**config.mk**
```make
export PLATFORM = sky130hd
export DESIGN_NAME = tls_sni_hostname_extract_unit
export DESIGN_NICKNAME = d
export VERILOG_FILES = /design/src/rtl/tsni_pkg.sv /design/src/rtl/tls_sni_hostname_extract_unit.sv
export SDC_FILE = /design/constraint.sdc
export NUM_CORES = 1
export LEC_CHECK = 0
export ABC_AREA = 0
export BUFFER_PORTS_ARGS = -buffer_cell sky130_fd_sc_hd__buf_2
export CELL_PAD_IN_SITES_DETAIL_PLACEMENT = 0
export CELL_PAD_IN_SITES_GLOBAL_PLACEMENT = 1
export CORE_ASPECT_RATIO = 0.8
export CORE_MARGIN = 2
export CORE_UTILIZATION = 25
export CTS_CLUSTER_SIZE = 14
export DETAILED_ROUTE_END_ITERATION = 16
export PLACE_DENSITY_LB_ADDON = 0.1
export SLEW_MARGIN = 20
export SYNTH_ARGS = -nofsm -noshare
export SYNTH_HDL_FRONTEND = slang
export SYNTH_SLANG_ARGS = --single-unit
```
**constraint.sdc**
```tcl
create_clock -name clk -period 9.15 [get_ports clk]
set_input_delay 1.3725 -clock clk [delete_from_list [all_inputs] [get_ports clk]]
set_output_delay 1.3725 -clock clk [all_outputs]
set_load 0.01 [all_outputs]
```
**src/rtl/tsni_pkg.sv**
```systemverilog
// Package for the TLS ClientHello server-name extractor.
// Holds the transaction payload types and the sizing constants.
// No dependencies.
`timescale 1ns / 1ps

package tsni_pkg;

  localparam int unsigned CHUNK_BYTES       = 16384;
  localparam int unsigned NAME_BUFFER_BYTES = 256;
  localparam int unsigned POS_W             = 17;
  localparam logic [POS_W-1:0] TARGET_MAX   = 17'h1FFFF;

  localparam logic [7:0]  REC_TYPE_HANDSHAKE = 8'h16;
  localparam logic [7:0]  HS_TYPE_CLIENT_HELLO = 8'h01;
  localparam logic [15:0] EXT_SERVER_NAME    = 16'h0000;
  localparam logic [7:0]  NAME_TYPE_HOST     = 8'h00;
  // record header (5) + handshake header (4) + version (2) + random (32)
  localparam logic [POS_W-1:0] SID_LEN_POS   = POS_W'(5 + 4 + 2 + 32);
  localparam logic [POS_W-1:0] HS_TYPE_POS   = POS_W'(5);

  typedef struct packed {
    logic [7:0] data_byte;
    logic       end_of_chunk;
  } in_t;

  typedef struct packed {
    logic [7:0] host_byte;
    logic       host_byte_valid;
    logic       parse_done;
    logic       sni_found;
  } out_t;

endpackage

```
**src/rtl/tls_sni_hostname_extract_unit.sv**
```systemverilog
// An accepted byte goes into the input register and is parsed from it into the result
// register, where its result is offered. Throughput: one byte per cycle; a result held by
// the receiver holds the input register and drops in_ready. Bytes that produce no result
// are consumed silently. Reset (rst_n low, synchronous) empties both registers and returns
// the parser to the record header phase with all counters zero.
// Top level of the TLS ClientHello server-name extractor; uses tsni_pkg.
`timescale 1ns / 1ps

module tls_sni_hostname_extract_unit
  import tsni_pkg::*;
(
  input  logic clk,
  input  logic rst_n,
  input  logic in_valid,
  output logic in_ready,
  input  in_t  in_data,
  output logic out_valid,
  input  logic out_ready,
  output out_t out_data
);

  // Parser phases, one-hot.
  typedef enum logic [15:0] {
    PH_REC_TYPE  = 16'h0001,
    PH_HS_TYPE   = 16'h0002,
    PH_SID_LEN   = 16'h0004,
    PH_CS_HI     = 16'h0008,
    PH_CS_LO     = 16'h0010,
    PH_COMP_LEN  = 16'h0020,
    PH_EXT_HI    = 16'h0040,
    PH_EXT_LO    = 16'h0080,
    PH_ET_HI     = 16'h0100,
    PH_ET_LO     = 16'h0200,
    PH_EL_HI     = 16'h0400,
    PH_EL_LO     = 16'h0800,
    PH_NAME_TYPE = 16'h1000,
    PH_NL_HI     = 16'h2000,
    PH_NL_LO     = 16'h4000,
    PH_NAME      = 16'h8000
  } phase_t;

  localparam logic [POS_W-1:0] CHUNK_END  = POS_W'(CHUNK_BYTES);
  localparam logic [POS_W-1:0] CHUNK_LAST = POS_W'(CHUNK_BYTES - 1);
  localparam logic [15:0]      NAME_KEEP  = 16'(NAME_BUFFER_BYTES - 1);

  // Input register.
  logic in_valid_r;
  in_t  in_r;

  // Parse state.
  phase_t           phase_r,    phase_nxt;
  logic [POS_W-1:0] pos_r,      pos_nxt;
  logic [POS_W-1:0] skip_r,     skip_nxt;
  logic [7:0]       len_hi_r,   len_hi_nxt;
  logic [POS_W-1:0] ext_end_r,  ext_end_nxt;
  logic [15:0]      ext_type_r, ext_type_nxt;
  logic [15:0]      name_len_r, name_len_nxt;
  logic [15:0]      name_seen_r, name_seen_nxt;
  logic             given_r,    given_nxt;

  // Result register.
  logic out_valid_r;
  out_t out_r;

  logic advance;
  logic emit;
  out_t res;

  // Working values for the current byte.
  logic [7:0]       b;
  logic [15:0]      v16;
  logic [POS_W:0]   p1;        // pos + 1
  logic [POS_W:0]   p1_b;      // pos + 1 + byte
  logic [POS_W:0]   p1_v;      // pos + 1 + 16-bit length
  logic [POS_W:0]   p1_v4;     // pos + 1 + length + 4
  logic [POS_W:0]   p1_4;      // pos + 1 + 4
  logic [POS_W-1:0] ext_end_cap;
  logic [15:0]      name_seen_inc;
  logic             done, found, hv;

  function automatic logic [POS_W-1:0] sat_target(input logic [POS_W:0] val);
    sat_target = (val > {1'b0, TARGET_MAX}) ? TARGET_MAX : val[POS_W-1:0];
  endfunction

  // Advance the pipe whenever the result register is free or being drained.
  assign advance  = in_valid_r && (!out_valid_r || out_ready);
  assign in_ready = !in_valid_r || advance;

  assign b             = in_r.data_byte;
  assign v16           = {len_hi_r, b};
  assign p1            = {1'b0, pos_r} + (POS_W+1)'(1);
  assign p1_b          = p1 + (POS_W+1)'(b);
  assign p1_v          = p1 + (POS_W+1)'(v16);
  assign p1_v4         = p1_v + (POS_W+1)'(4);
  assign p1_4          = p1 + (POS_W+1)'(4);
  assign ext_end_cap   = (p1_v > {1'b0, CHUNK_END}) ? CHUNK_END : p1_v[POS_W-1:0];
  assign name_seen_inc = name_seen_r + 16'd1;

  always_comb begin
    phase_nxt     = phase_r;
    pos_nxt       = pos_r;
    skip_nxt      = skip_r;
    len_hi_nxt    = len_hi_r;
    ext_end_nxt   = ext_end_r;
    ext_type_nxt  = ext_type_r;
    name_len_nxt  = name_len_r;
    name_seen_nxt = name_seen_r;
    given_nxt     = given_r;
    done          = 1'b0;
    found         = 1'b0;
    hv            = 1'b0;

    if (!given_r && pos_r < CHUNK_END) begin
      if (pos_r >= skip_r) begin
        unique case (phase_r)
          PH_REC_TYPE: begin
            if (b != REC_TYPE_HANDSHAKE) begin
              done = 1'b1;
            end else begin
              skip_nxt  = HS_TYPE_POS;
              phase_nxt = PH_HS_TYPE;
            end
          end
          PH_HS_TYPE: begin
            if (b != HS_TYPE_CLIENT_HELLO) begin
              done = 1'b1;
            end else begin
              skip_nxt  = SID_LEN_POS;
              phase_nxt = PH_SID_LEN;
            end
          end
          PH_SID_LEN: begin
            skip_nxt  = sat_target(p1_b);
            phase_nxt = PH_CS_HI;
          end
          PH_CS_HI: begin
            len_hi_nxt = b;
            phase_nxt  = PH_CS_LO;
          end
          PH_CS_LO: begin
            skip_nxt  = sat_target(p1_v);
            phase_nxt = PH_COMP_LEN;
          end
          PH_COMP_LEN: begin
            skip_nxt  = sat_target(p1_b);
            phase_nxt = PH_EXT_HI;
          end
          PH_EXT_HI: begin
            len_hi_nxt = b;
            phase_nxt  = PH_EXT_LO;
          end
          PH_EXT_LO: begin
            // Hold the list end clipped to the chunk bound.
            ext_end_nxt = ext_end_cap;
            if (p1_4 > {1'b0, ext_end_cap}) begin
              done = 1'b1;
            end else begin
              skip_nxt  = p1[POS_W-1:0];
              phase_nxt = PH_ET_HI;
            end
          end
          PH_ET_HI: begin
            len_hi_nxt = b;
            phase_nxt  = PH_ET_LO;
          end
          PH_ET_LO: begin
            ext_type_nxt = v16;
            phase_nxt    = PH_EL_HI;
          end
          PH_EL_HI: begin
            len_hi_nxt = b;
            phase_nxt  = PH_EL_LO;
          end
          PH_EL_LO: begin
            if (ext_type_r == EXT_SERVER_NAME) begin
              // Skip the two-byte server name list length.
              skip_nxt  = p1[POS_W-1:0] + POS_W'(2);
              phase_nxt = PH_NAME_TYPE;
            end else if (p1_v4 > {1'b0, ext_end_r}) begin
              done = 1'b1;
            end else begin
              skip_nxt  = p1_v[POS_W-1:0];
              phase_nxt = PH_ET_HI;
            end
          end
          PH_NAME_TYPE: begin
            if (b != NAME_TYPE_HOST) begin
              done = 1'b1;
            end else begin
              phase_nxt = PH_NL_HI;
            end
          end
          PH_NL_HI: begin
            len_hi_nxt = b;
            phase_nxt  = PH_NL_LO;
          end
          PH_NL_LO: begin
            name_len_nxt  = v16;
            name_seen_nxt = 16'd0;
            if (v16 == 16'd0) begin
              done = 1'b1;
            end else begin
              phase_nxt = PH_NAME;
            end
          end
          PH_NAME: begin
            hv            = (name_seen_r < NAME_KEEP);
            name_seen_nxt = name_seen_inc;
            if (name_seen_inc == name_len_r) begin
              done  = 1'b1;
              found = 1'b1;
            end
          end
          default: begin
            done = 1'b1;
          end
        endcase
      end
      // Buffer bound reached without a decision.
      if (!done && pos_r == CHUNK_LAST) begin
        done = 1'b1;
      end
    end

    if (done) begin
      given_nxt = 1'b1;
    end
    // Early end of chunk: report not found on the final byte.
    if (in_r.end_of_chunk && !given_nxt) begin
      done  = 1'b1;
      found = 1'b0;
    end

    if (pos_r < CHUNK_END) begin
      pos_nxt = pos_r + POS_W'(1);
    end

    // Restart the parser after the final byte of a chunk.
    if (in_r.end_of_chunk) begin
      phase_nxt     = PH_REC_TYPE;
      pos_nxt       = '0;
      skip_nxt      = '0;
      len_hi_nxt    = '0;
      ext_end_nxt   = '0;
      ext_type_nxt  = '0;
      name_len_nxt  = '0;
      name_seen_nxt = '0;
      given_nxt     = 1'b0;
    end

    emit                = done || hv;
    res.host_byte       = hv ? b : 8'd0;
    res.host_byte_valid = hv;
    res.parse_done      = done;
    res.sni_found       = done && found;
  end

  // Input register: take a new transaction whenever the slot frees up.
  always_ff @(posedge clk) begin
    if (!rst_n) begin
      in_valid_r <= 1'b0;
    end else if (in_ready) begin
      in_valid_r <= in_valid;
    end
  end

  always_ff @(posedge clk) begin
    if (in_ready && in_valid) begin
      in_r <= in_data;
    end
  end

  // Parse state advances once per consumed byte.
  always_ff @(posedge clk) begin
    if (!rst_n) begin
      phase_r     <= PH_REC_TYPE;
      pos_r       <= '0;
      skip_r      <= '0;
      len_hi_r    <= '0;
      ext_end_r   <= '0;
      ext_type_r  <= '0;
      name_len_r  <= '0;
      name_seen_r <= '0;
      given_r     <= 1'b0;
    end else if (advance) begin
      phase_r     <= phase_nxt;
      pos_r       <= pos_nxt;
      skip_r      <= skip_nxt;
      len_hi_r    <= len_hi_nxt;
      ext_end_r   <= ext_end_nxt;
      ext_type_r  <= ext_type_nxt;
      name_len_r  <= name_len_nxt;
      name_seen_r <= name_seen_nxt;
      given_r     <= given_nxt;
    end
  end

  // Result register: load on a producing byte, drop once taken.
  always_ff @(posedge clk) begin
    if (!rst_n) begin
      out_valid_r <= 1'b0;
    end else if (advance) begin
      out_valid_r <= emit;
    end else if (out_ready) begin
      out_valid_r <= 1'b0;
    end
  end

  always_ff @(posedge clk) begin
    if (advance && emit) begin
      out_r <= res;
    end
  end

  assign out_valid = out_valid_r;
  assign out_data  = out_r;

  // A held result always carries a name byte or the done indication.
  a_result_nonempty: assert property (@(posedge clk) disable iff (!rst_n)
    out_valid_r |-> (out_r.parse_done || out_r.host_byte_valid))
    else $error("empty result transaction");

  // Found is only ever reported together with done.
  a_found_with_done: assert property (@(posedge clk) disable iff (!rst_n)
    (out_valid_r && out_r.sni_found) |-> out_r.parse_done)
    else $error("sni_found without parse_done");

  // The final byte of a chunk returns the parser to its start.
  a_restart: assert property (@(posedge clk) disable iff (!rst_n)
    (advance && in_r.end_of_chunk) |=>
      (phase_r == PH_REC_TYPE && pos_r == '0 && !given_r))
    else $error("parser did not restart after end of chunk");

  // The byte position saturates at the chunk bound.
  a_pos_bound: assert property (@(posedge clk) disable iff (!rst_n)
    pos_r <= CHUNK_END)
    else $error("byte position beyond chunk bound");

  // Once the result is given no further name bytes are emitted in the chunk.
  a_no_bytes_after_done: assert property (@(posedge clk) disable iff (!rst_n)
    (advance && given_r) |=> !(out_valid_r && out_r.host_byte_valid))
    else $error("name byte after result");

endmodule
```
## Yosys cells after proc, flatten, opt, wreduce, memory -nomap -nowiden

Index checks and enable logic that the tools add are counted.

- Register bits after elaboration: 146
- Input port bits: 13
- Output and inout bits: 13
- Logic and storage cells: 169

- Reductions and logical operators: 40
- Equality and inequality tests: 26
- $lt $le $gt $ge: 8
- Muxes and demuxes: 70
- $add $sub $neg: 8

Operator list:

| operator | number |
|---|---|
| 2-to-1 mux 16 bit | 21 |
| 2-to-1 mux 17 bit | 17 |
| one-hot mux 16 bit (15 select lines) | 1 |
| one-hot mux 17 bit (6 select lines) | 1 |
| adder 18 x 3 -> 18 bit, second input constant | 2 |
| greater-than comparator 18 x 17 -> 1 bit | 2 |
| greater-than comparator 18 x 17 -> 1 bit, second input constant | 2 |
| logical NOT 16 bit | 2 |
| 2-to-1 mux 8 bit | 4 |
| one-hot mux 16 bit (2 select lines) | 1 |
| 2-to-1 mux 1 bit | 24 |
| AND reduction 4 bit | 5 |
| adder 17 x 1 -> 18 bit, second input constant | 1 |
| adder 18 x 16 -> 18 bit | 1 |
| adder 18 x 8 -> 18 bit | 1 |
| greater-than comparator 18 x 15 -> 1 bit, second input constant | 1 |
| adder 17 x 1 -> 17 bit, second input constant | 1 |
| adder 17 x 2 -> 17 bit, second input constant | 1 |
| equality test 17 x 14 -> 1 bit, second input constant | 1 |
| greater-or-equal comparator 17 bit | 1 |
| less-than comparator 17 x 15 -> 1 bit, second input constant | 1 |
| adder 16 x 1 -> 16 bit, second input constant | 1 |
| equality test 16 x 1 -> 1 bit, second input constant | 1 |
| equality test 16 x 10 -> 1 bit, second input constant | 1 |
| 35 further kinds | 58 |

## Longest topological paths before layout

Gate-level depths: netlist of run 1.

- Word-level depth: 19
- Mapped depth: 33
- Gate-level depth less buffers: 26

## Worst setup path before layout of run 1

No wires, ideal clock.

- Path type: register to register
- Start point: register pos_r[9]
- End point: register out_r, in the netlist out_data[0] (enable)
- Arrival time: 6.575 ns
- Stages on the path, launching flop included: 31
- Buffers on the path: 5
- Clock period less this slack: 6.957 ns
- Setup slack: 2.193 ns
- Library setup time: 0.383 ns
- Cells stage by stage: dfxtp_1 -> clkbuf_1 -> nand2_1 -> or4_1 -> xor2_1 -> inv_1 -> ha_1 -> buf_2 -> nand2_1 -> o21ai_0 -> o21ba_2 -> a211oi_4 -> xnor2_1 -> or4_4 -> buf_6 -> nor2_2 -> clkbuf_1 -> nand2_1 -> ha_1 -> a21o_1 -> a21oi_1 -> nor2b_1 -> o21ai_0 -> a221o_1 -> a21oi_1 -> nor4b_1 -> o21a_1 -> or2_1 -> buf_6 -> a41o_1 -> a21oi_1

- Word-level cells in the longest chain between the ends: 19
- Elaborated cells between the ends (all ways): 30
- Classes of those cells: add/sub: 4; order compare: 5; eq/ne: 1; mux: 13; reduce/logical: 7

RTL lines:

| element | line | text |
|---|---|---|
| from (decl) | tls_sni_hostname_extract_unit.sv:52 | `logic [POS_W-1:0] pos_r, pos_nxt;` |
| from (signal assigned) | tls_sni_hostname_extract_unit.sv:287 | `pos_r <= pos_nxt;` |
| adder 17 x 1 -> 18 bit | tls_sni_hostname_extract_unit.sv:91 | `assign p1 = {1'b0, pos_r} + (POS_W+1)'(1);` |
| adder 18 x 16 -> 18 bit | tls_sni_hostname_extract_unit.sv:93 | `assign p1_v = p1 + (POS_W+1)'(v16);` |
| adder 18 x 3 -> 18 bit or greater-than comparator 18 x 15 -> 1 bit (tied branches) | tls_sni_hostname_extract_unit.sv:94, tls_sni_hostname_extract_unit.sv:96 |  |
| greater-than comparator 18 x 17 -> 1 bit or 2-to-1 mux 17 bit (tied branches) | tls_sni_hostname_extract_unit.sv:179, tls_sni_hostname_extract_unit.sv:96 |  |
| 2-to-1 mux 1 bit or greater-than comparator 18 x 17 -> 1 bit (tied branches) | tls_sni_hostname_extract_unit.sv:179, tls_sni_hostname_extract_unit.sv:155 |  |
| 2-to-1 mux 1 bit (on tied branches) | tls_sni_hostname_extract_unit.sv:175, tls_sni_hostname_extract_unit.sv:155 |  |
| one-hot mux 1 bit (8 select lines) | tls_sni_hostname_extract_unit.sv:115 | `unique case (phase_r)` |
| 2-to-1 mux 1 bit | tls_sni_hostname_extract_unit.sv:114 | `if (pos_r >= skip_r) begin` |
| (+3 left out) | n/a |  |
| 2-to-1 mux 1 bit | tls_sni_hostname_extract_unit.sv:220 | `if (!done && pos_r == CHUNK_LAST) begin` |
| 2-to-1 mux 1 bit | tls_sni_hostname_extract_unit.sv:113 | `if (!given_r && pos_r < CHUNK_END) begin` |
| 2-to-1 mux 1 bit | tls_sni_hostname_extract_unit.sv:225 | `if (done) begin` |
| logical NOT 1 bit | tls_sni_hostname_extract_unit.sv:229 | `if (in_r.end_of_chunk && !given_nxt) begin` |
| logical AND 1 bit | tls_sni_hostname_extract_unit.sv:229 |  |
| 2-to-1 mux 1 bit | tls_sni_hostname_extract_unit.sv:229 |  |
| logical OR 1 bit * | tls_sni_hostname_extract_unit.sv:251 | `emit = done \|\| hv;` |
| logical AND 1 bit * | tls_sni_hostname_extract_unit.sv:310 | `if (advance && emit) begin` |
| to (signal assigned) | tls_sni_hostname_extract_unit.sv:311 | `out_r <= res;` |
| to (decl) | tls_sni_hostname_extract_unit.sv:63 | `out_t out_r;` |

Every way passes the cells marked *; elsewhere a longest branch is shown, timed or not. The select of a mux whose other input is x is not followed.
A chain may end at the register's enable or synchronous reset.

## Final worst setup path of run 1

- Start point: register pos_r[3]
- End point: register skip_r[16]

- Word-level cells in the longest chain between the ends: 8
- Elaborated cells between the ends (all ways): 29
- Classes of those cells: add/sub: 6; order compare: 7; eq/ne: 2; mux: 10; reduce/logical: 4

RTL lines:

| element | line | text |
|---|---|---|
| parallel branches: the longest is 8 deep, another holds adder 17 x 1 -> 18 bit | n/a |  |
| to (signal assigned) | tls_sni_hostname_extract_unit.sv:288 | `skip_r <= skip_nxt;` |
| to (decl) | tls_sni_hostname_extract_unit.sv:53 | `logic [POS_W-1:0] skip_r, skip_nxt;` |

Parallel ways; which one is timed is not known. The select of a mux whose other input is x is not followed.

==> impl_metrics.ini, run 1 <==
[outcome]
status = complete, no violations

[floorplanning]
initial_core_util = 0.254
io_pins = 26
num_rows = 68
die_w_um = 238
coreArea_sq_um = 43100
die_h_um = 191
dieArea_sq_um = 45500

[yosys]
synth_seq_cells = 146
synth_top_family_by_area = simple AND/OR/NAND/NOR gates
synthAdderAreaFrac = 0.0864
syn_avg_cell_area_sq_um = 8.00
synthSimpleGateAreaFrac = 0.269
synth_edf_count = 20
syn_area_sq_um = 10900
synth_compound_area_frac = 0.205
synthCells = 1368
synth-xor-area-share = 0.0648
dominantRegCellSynth = dfxtp_1
ys_types = 85
muxShareOfSynthArea = 0.0402
async_flop_share = 0
yosysWarnings = 0
synth-seq-area-share = 0.285

[timing]
post-route-period-util = 0.893
period_needed_ns = 8.17
setup_viol = 0
timing.fmax_ghz = 0.122
rsz0062_at_grt = false
tns_ns = 0
hold_ws_ns = 0.457
finalMaxSlewViolations = 0
relSlewSlack = 0.314
hold_violations = 0
worst_slew_pin_slew_ns = 1.02
layout_setup_ws_ns = 0.979
fin_skew_ns = 0.0203

[route]
drt_first_pass_iters = 7
post_drt_wl_per_cell_um = 21.7
drcViolationCount = 0
postRouteAntennaNets = 0
via_per_inst = 5.24
drt_iter0_drc = 715
vias = 10200
wl_mm = 42.3

[critical_path]
end_kind = flip-flop
required_ns = 9.55
crit_type = flip-flop to flip-flop
crit_arrival_ns = 8.57
crit_start = pos_r[3]
crit_path_max_fanout = 15
start_kind = flip-flop
timing.rr.start = pos_r[3]

[clocking]
clockBufferDepth = 2
cts_root_buf = clkbuf_16
postCtsResizedCells = 0
hold_buffers = 0
clkTransAtPathRegs_ns = 0.07
cts_num_sinks = 146
htreeDepth = 4
cts_tree = done
insertion_delay_ns = 0.47
cts_buffers = 17
postCtsSetupBuffers = 0

[global_routing]
grt_pass1_wl_mm = 64.2
grt_start_max_net_pins = 62
first_global_vias = 9735
overflow = 0
antenna_found_initial = 0
track_usage = 0.190

[finish]
final_cell_mix = 153 x nor2_1, 126 x dfxtp_1, 101 x nand2_1
fin_cells = 1947
nNetsFinal = 1462
final_common_cell = nor2_1
drive_gt1_frac = 0.0836
syn2layout_area_growth_pct = 12.2
antenna_cells = 0

[place]
place.gp.congestion = 0.889
place_ws_ns = 0.936
hpwlAfterDp_mm = 32.7
dp.cells = 1915
io_buffers = 25

[run]
drv_cap = 0

[power_and_ir_drop]
pwr-share-seq = 0.419
switching_power_uw = 476
p_comb_frac = 0.125
p_per_area_nw_per_um2 = 130
ir_drop_uv = 137
power_mw = 1.60
p_int_mw = 1.12
swShare = 0.298
p_leak_nw = 4.64
pwr-share-clk = 0.455

[hold_path]
hold_path_class = flip-flop to flip-flop
holdCritStartpoint = ext_end_r[4]
[worst max-delay path: stages (launching register included)]
cell,delay [ns]
dfxtp_1,0.52
and3_1,0.42
nand2_1,0.29
nor2_1,0.22
xnor2_1,0.22
inv_1,0.20
ha_1,0.41
a21oi_1,0.36
nand2_1,0.14
o21a_1,0.27
o41ai_1,0.63
a21oi_1,0.20
or4_4,0.62
nor2_2,0.51
nand2_1,0.12
ha_1,0.32
and3_1,0.20
a221o_1,0.35
a21oi_1,0.20
a21oi_1,0.09
nor4b_1,0.27
o21a_1,0.25
o211ai_2,0.18
nor4_4,0.85
a22o_1,0.26
[flip-flops by register name, indices dropped and copies added, names as in the netlist, 11 cells and up]
register	cells
ext_end_r	17
ext_type_r	16
name_len_r	16
name_seen_r	16
out_data	11
phase_r	16
pos_r	17
skip_r	17
[power groups by stage]
stage,Clock [mW],Sequential (mW),Combinational (mW)
2_1_floorplan,0,0.683,0.128
3_3_place_gp,0,0.686,0.202
3_5_place_dp,0,0.686,0.200
4_1_cts,0.757,0.671,0.202
5_1_grt,0.782,0.672,0.221
6_report,0.729,0.671,0.200
[stage by stage]
stage / utilization / cell area (sq um)
after detailed placement: 0.270 / 11700
final: 0.285 / 12300
after floorplan: - / 10900
after global routing: 0.285 / 12300
after CTS: 0.284 / 12300
after global placement: 0.270 / 11700
[path summary, 6_finish.rpt]
kind	end	slack [ns]	cells past startpoint
worst max-delay path	skip_r[16]	0.98	24
worst min-delay path	ext_end_r[4]	0.46	2
worst max register to register	skip_r[16]	0.98	24
worst min register to register	ext_end_r[4]	0.46	2
[kinds of logic after synthesis]
| family | after synthesis |
|---|---|
| mux | 44 |
| simple gates | 567 |
| flops | 146 |
| compound gates | 326 |
| fa+ha+maj | 75 |
| buf+inv | 128 |
| other cells | 1 |
| xor+xnor | 81 |
[layer usage]
layer,vias to the layer above,wire length (um),GRT usage
met5,-,0,0
met4,0,797,0.0590
met3,41,1520,0.0289
met2,219,18200,0.286
met1,4946,21800,0.276
li1,5005,-,-
[final cells by class]
cell class,count,area [sq um]
Fill cell,4666,30900
Multi-Input combinational cell,1095,7330
Sequential cell,146,3120
Tap cell,560,701
Clock buffer,18,450
Timing Repair Buffer,46,283
Inverter,68,256
Clock inverter,14,138
[cells in the mapped netlist (24+ instances only)]
master / n / area [sq um]
a21oi_1: 91 / 455
xnor2_1: 58 / 508
dfxtp_1: 126 / 2520
nand2_1: 101 / 379
inv_1: 66 / 248
nor3_1: 36 / 180
nor2_1: 155 / 582
a22o_1: 26 / 228
or3_1: 24 / 150
mux2i_1: 44 / 440
ha_1: 74 / 926
nand3_1: 53 / 265
o21ai_0: 58 / 290
clkbuf_1: 40 / 150
nor2b_1: 31 / 194
Note: power is estimated with default switching activity, not from simulation.
==> run 2, diff against run 1 <==
--- a/config.mk
+++ b/config.mk
@@ -5,7 +5,7 @@
 export SDC_FILE = /design/constraint.sdc
 export NUM_CORES = 1
 export LEC_CHECK = 0
-export ABC_AREA = 0
+export ABC_AREA = 1
 export BUFFER_PORTS_ARGS = -buffer_cell sky130_fd_sc_hd__buf_2
 export CELL_PAD_IN_SITES_DETAIL_PLACEMENT = 0
 export CELL_PAD_IN_SITES_GLOBAL_PLACEMENT = 1
==> impl_metrics.ini, run 2 <==
[finish]
final_area_sq_um = 12400
final_cell_mix = 392 x nand2_1, 275 x inv_1, 238 x nor2_1
nNetsFinal = 1852
fin_cells = 2338
drive_gt1_frac = 0.0512
reg_top3 = ext_end_r: 17 flops, pos_r: 17 flops, skip_r: 17 flops
syn2layout_area_growth_pct = 12.4
final_common_cell = nand2_1

[clocking]
htreeDepth = 4
postCtsSetupBuffers = 0
cts_root_buf = clkbuf_16
insertion_delay_ns = 0.47
postCtsResizedCells = 0
cts_num_sinks = 146
cts_buffers = 17
clkTransAtPathRegs_ns = 0.07
cts_tree = done
hold_buffers = 0
clockBufferDepth = 2

[power_and_ir_drop]
p_per_area_nw_per_um2 = 195
p_leak_nw = 5.58
p_comb_frac = 0.347
p_int_mw = 1.41
power_mw = 2.41
ir_drop_uv = 148
pwr-share-clk = 0.305
switching_power_mw = 1.00
pwr-share-seq = 0.348
swShare = 0.416

[critical_path]
slowest_stage = xor2_1
crit_start = pos_r[0]
crit_top_cell = nand2_1
reg2reg_setup_slack_ns = 1.80
crit_type = flip-flop to flip-flop
start_kind = flip-flop
worstSetupEndpoint = phase_r[2]
r2r_cells = 33
crit_path_max_fanout = 25
end_kind = flip-flop
rr_endpoint = phase_r[2]
required_ns = 9.55
timing.rr.start = pos_r[0]
cpPeakStageDelay_ns = 0.73
crit_arrival_ns = 7.74

[yosys]
dominantRegCellSynth = dfxtp_1
netlist.area_leader.share = 0.229
synth_commonest_cells = 392 x nand2_1, 275 x inv_1, 239 x nor2_1
synth_top_cells_by_area = dfxtp_1 23%, nand2_1 13%, inv_1 9.4%, ha_1 8.4%, nor2_1 8.1%
synthCells = 1747
yosysWarnings = 0
synth-seq-area-share = 0.284
syn_avg_cell_area_sq_um = 6.30
syn_area_sq_um = 11000
ys_types = 51
synth_edf_count = 20
async_flop_share = 0
yosys.area.top_type = dfxtp_1
synth_most_common_cell = nand2_1
synth_seq_cells = 146

[floorplanning]
coreArea_sq_um = 43300
num_rows = 68
dieArea_sq_um = 45800
initial_core_util = 0.254
io_pins = 26
die_w_um = 239
die_h_um = 192

[global_routing]
antenna_found_initial = 0
overflow = 0
grt_start_max_net_pins = 59
grt_pass1_wl_mm = 69.3
first_global_vias = 11000
track_usage = 0.204

[route]
drt_iter0_drc = 930
drt_first_pass_iters = 6
post_drt_wl_per_cell_um = 19.5
drcViolationCount = 0
vias = 11400
postRouteAntennaNets = 0
via_per_inst = 4.89
wl_mm = 45.6

[timing]
period_needed_ns = 7.35
relSlewSlack = 0.297
tns_ns = 0
worst_slew_pin_slew_ns = 1.05
post-route-period-util = 0.803
rsz0062_at_grt = false
fin_skew_ns = 0.0228
finalMaxSlewViolations = 0
hold_violations = 0
timing.fmax_ghz = 0.136
setup_viol = 0

[run]
drv_cap = 0

[place]
place.gp.congestion = 0.893
io_buffers = 25
dp.cells = 2305
placed_area_sq_um = 11800
hpwlAfterDp_mm = 36.1

[hold_path]
hold_path_class = flip-flop to flip-flop
holdCritStartpoint = ext_type_r[13]

[outcome]
status = complete, no violations
-- run 2: cell count changes after synthesis, moves of 24 or more --
cell / delta
a22o_1: -26
nand3_1: +41
o21ai_0: +45
xnor2_1: -54
or3_1: -24
inv_1: +209
nor2b_1: -31
a21oi_1: +37
nand2_1: +291
nor2_1: +84
mux2i_1: -44
-- run 2: worst min-delay path by stage --
| stage | end | slack (ns) | cells after the start |
|---|---|---|---|
| floorplan | ext_type_r[5] | 0.43 | 2 |
| global placement | ext_type_r[7] | 0.44 | 2 |
| detailed placement | ext_type_r[13] | 0.45 | 2 |
| CTS | ext_end_r[15] | 0.46 | 2 |
| global route | ext_end_r[7] | 0.48 | 2 |
| finish | ext_type_r[13] | 0.46 | 2 |
-- run 2: cell families (layout without fill, tap and decap cells) --
family / Yosys count / count (layout) / synth area share
xor+xnor: 47 / 47 / 0.0404
compound gates: 315 / 315 / 0.158
fa+ha+maj: 75 / 75 / 0.0859
buf+inv: 329 / 358 / 0.115
simple gates: 834 / 834 / 0.317
flops: 146 / 146 / 0.284
other cells: 1 / 3 / 0.000340
-- run 2: through the flow --
stage          setup WS, ns  hold slack, ns  utilization
2_1_floorplan          3.61           0.429            -
3_3_place_gp           1.70           0.444        0.272
3_5_place_dp           1.73           0.450        0.272
4_1_cts                1.70           0.460        0.286
5_1_grt                1.09           0.484        0.286
6_report               1.80           0.456        0.286
-- run 2: final cells by class --
cell class              instances  area, sq um
diodes                          1         2.50
clock buffers                  17          425
clock inverters                15          163
fillers                      4824        30900
inverters                     282         1060
multi-input cells            1273         6640
flip-flops and latches        146         3120
well taps                     560          701
repair buffers                 44          268
-- run 2: critical path, delay by kind of cell, from the launching register on --
family,cells,cell delay [ns]
xor+xnor,1,0.73
fa+ha+maj,3,1.01
simple gates,24,3.67
compound gates,2,0.43
buf+inv,3,0.85
flops,1,0.55
-- run 2: power by group through the flow --
stage / logic [mW] / registers (mW) / clock network (mW)
5_1_grt: 0.955 / 0.855 / 0.787
2_1_floorplan: 0.572 / 0.837 / 0
3_5_place_dp: 0.838 / 0.853 / 0
4_1_cts: 0.841 / 0.840 / 0.760
6_report: 0.837 / 0.839 / 0.734
3_3_place_gp: 0.846 / 0.854 / 0
-- run 2: metal layers --
layer  up-vias  routed length (um)  track usage
met1      5389               24100        0.305
met5         -                   0            0
met4         0                 771       0.0522
met2       268               18400        0.296
met3        35                2320       0.0400
li1       5742                   -            -
==> run 3, diff against run 2 <==
==> constraint.sdc (replaced) <==
create_clock -name clk -period 6.05 [get_ports clk]
set_input_delay 0.9075 -clock clk [delete_from_list [all_inputs] [get_ports clk]]
set_output_delay 0.9075 -clock clk [all_outputs]
set_load 0.01 [all_outputs]
==> impl_metrics.ini, run 3 (same netlist as run 2, synthesis figures left out) <==
[critical_path]
start_kind = flip-flop
crit_path_max_fanout = 14
cp.buffers_inverters = 8
crit_arrival_ns = 5.97
cp_top_family = simple AND/OR/NAND/NOR gates
end_kind = flip-flop
crit_top_cell = nand2_1
cpPeakStageDelay_ns = 0.39
required_ns = 6.39
slowest_stage = dfxtp_2
crit_type = flip-flop to flip-flop

[clocking]
cts_buffers = 17
cts_root_buf = clkbuf_16
hold_buffers = 0
cts_num_sinks = 146
cts_tree = done
clockBufferDepth = 2
clkTransAtPathRegs_ns = 0.07
htreeDepth = 4
insertion_delay_ns = 0.48

[route]
wl_mm = 44.4
drcViolationCount = 0
postRouteAntennaNets = 0
via_per_inst = 4.74
vias = 11500
post_drt_wl_per_cell_um = 18.4
drt_iter0_drc = 780
drt_first_pass_iters = 5

[global_routing]
use_met3 = 0.0335
grt_start_max_net_pins = 59
grtUsageMet2 = 0.296
overflow = 0
first_global_vias = 10900
grt.busiest_layer = met2
track_usage = 0.199
grt_pass1_wl_mm = 67.4
antenna_found_initial = 0
grtUsageMet1 = 0.294

[power_and_ir_drop]
ir_drop_uv = 222
power_mw = 3.81
p_leak_nw = 6.03
p_per_area_nw_per_um2 = 289

[place]
place.gp.congestion = 0.878
io_buffers = 25
dp.cells = 2387
placed_area_sq_um = 12400
hpwlAfterDp_mm = 35.6
place_ws_ns = 0.158

[timing]
setup_viol = 0
post-route-period-util = 0.930
worst_slew_pin_slew_ns = 1.24
hold_ws_ns = 0.459
finalMaxSlewViolations = 0
timing.fmax_ghz = 0.178
layout_setup_ws_ns = 0.426
relSlewSlack = 0.154
fin_skew_ns = 0.0190
period_needed_ns = 5.62
hold_violations = 0

[finish]
regArea_sq_um = 3130
num-fill-cells = 4868
final_area_sq_um = 13200
nNetsFinal = 1936
multi_input_area_sq_um = 6760
syn2layout_area_growth_pct = 19.8
drive_gt1_frac = 0.112
reg_top3 = ext_end_r: 17 flops, pos_r: 17 flops, skip_r: 17 flops
final_common_cell = nand2_1
final_cell_mix = 387 x nand2_1, 273 x inv_1, 233 x nor2_1
antenna_cells = 0
fin_cells = 2421

[floorplanning]
initial_core_util = 0.254
coreArea_sq_um = 43300
num_rows = 68
die_w_um = 239
io_pins = 26
dieArea_sq_um = 45800
die_h_um = 192

[outcome]
status = complete, no violations

[hold_path]
hold_path_class = flip-flop to flip-flop

[run]
drv_cap = 0
-- run 3: cell types whose count changed in the layout (fill, tap and decap cells not counted), moves of 3 or more --
cell	before	now
a21oi_1	127	122
nor2_1	238	233
nor2_2	2	5
nand2_1	392	387
buf_12	0	3
buf_4	19	99
dfxtp_1	126	119
a21oi_2	1	6
dfxtp_2	0	6
nand2_2	2	7
-- run 3: path summary, 6_finish.rpt --
kind | from | endpoint | slack (ns) | cells past startpoint
worst min register to register | ext_end_r[15] | ext_end_r[15] | 0.46 | 2
worst min-delay path | ext_end_r[15] | ext_end_r[15] | 0.46 | 2
worst max register to register | pos_r[1] | skip_r[12] | 0.43 | 41
worst max-delay path | pos_r[1] | skip_r[12] | 0.43 | 41
-- run 3: worst reg2reg max path: cells and delay by family, from the launching register on --
family	cells	cell delay (ns)
AO/OA/AOI/OAI	1	0.11
XOR/XNOR	1	0.15
adder cells (fa/ha/maj)	3	0.81
buffers and inverters	8	0.98
flip-flops	1	0.39
AND/OR/NAND/NOR	28	3.06
-- run 3: power by group --
group / internal, mW / switching [mW] / total, mW
registers: 1.15 / 0.119 / 1.27
clock network: 0.598 / 0.523 / 1.12
logic: 0.515 / 0.905 / 1.42
-- run 3: timing repair --
| item | CTS | global route |
|---|---|---|
| gates resized for setup | 0 | 38 |
| setup endpoints to repair | 0 | 47 |
| buffers inserted | 0 | 1 |
-- run 3: metrics by stage --
stage / util / setup TNS (ns)
global route: 0.305 / -0.317
finish: 0.305 / 0
floorplan: - / 0
CTS: 0.301 / 0
global placement: 0.287 / 0
detailed placement: 0.287 / 0
-- run 3: final cells by class --
cell class,count,share of cell area
repair buffers,127,0.0704
inverters,282,0.0807
clock inverters,14,0.0125
multi-input cells,1273,0.512
clock buffers,18,0.0333
flip-flops and latches,146,0.238
repair inverters,1,0.000569
well taps,560,0.0531
-- run 3: routing by layer --
layer  up-vias  part of all wire
met3        36             0.041
met2       214              0.41
met4         0             0.016
met5         -                 0
met1      5290              0.53
li1       5924                 -
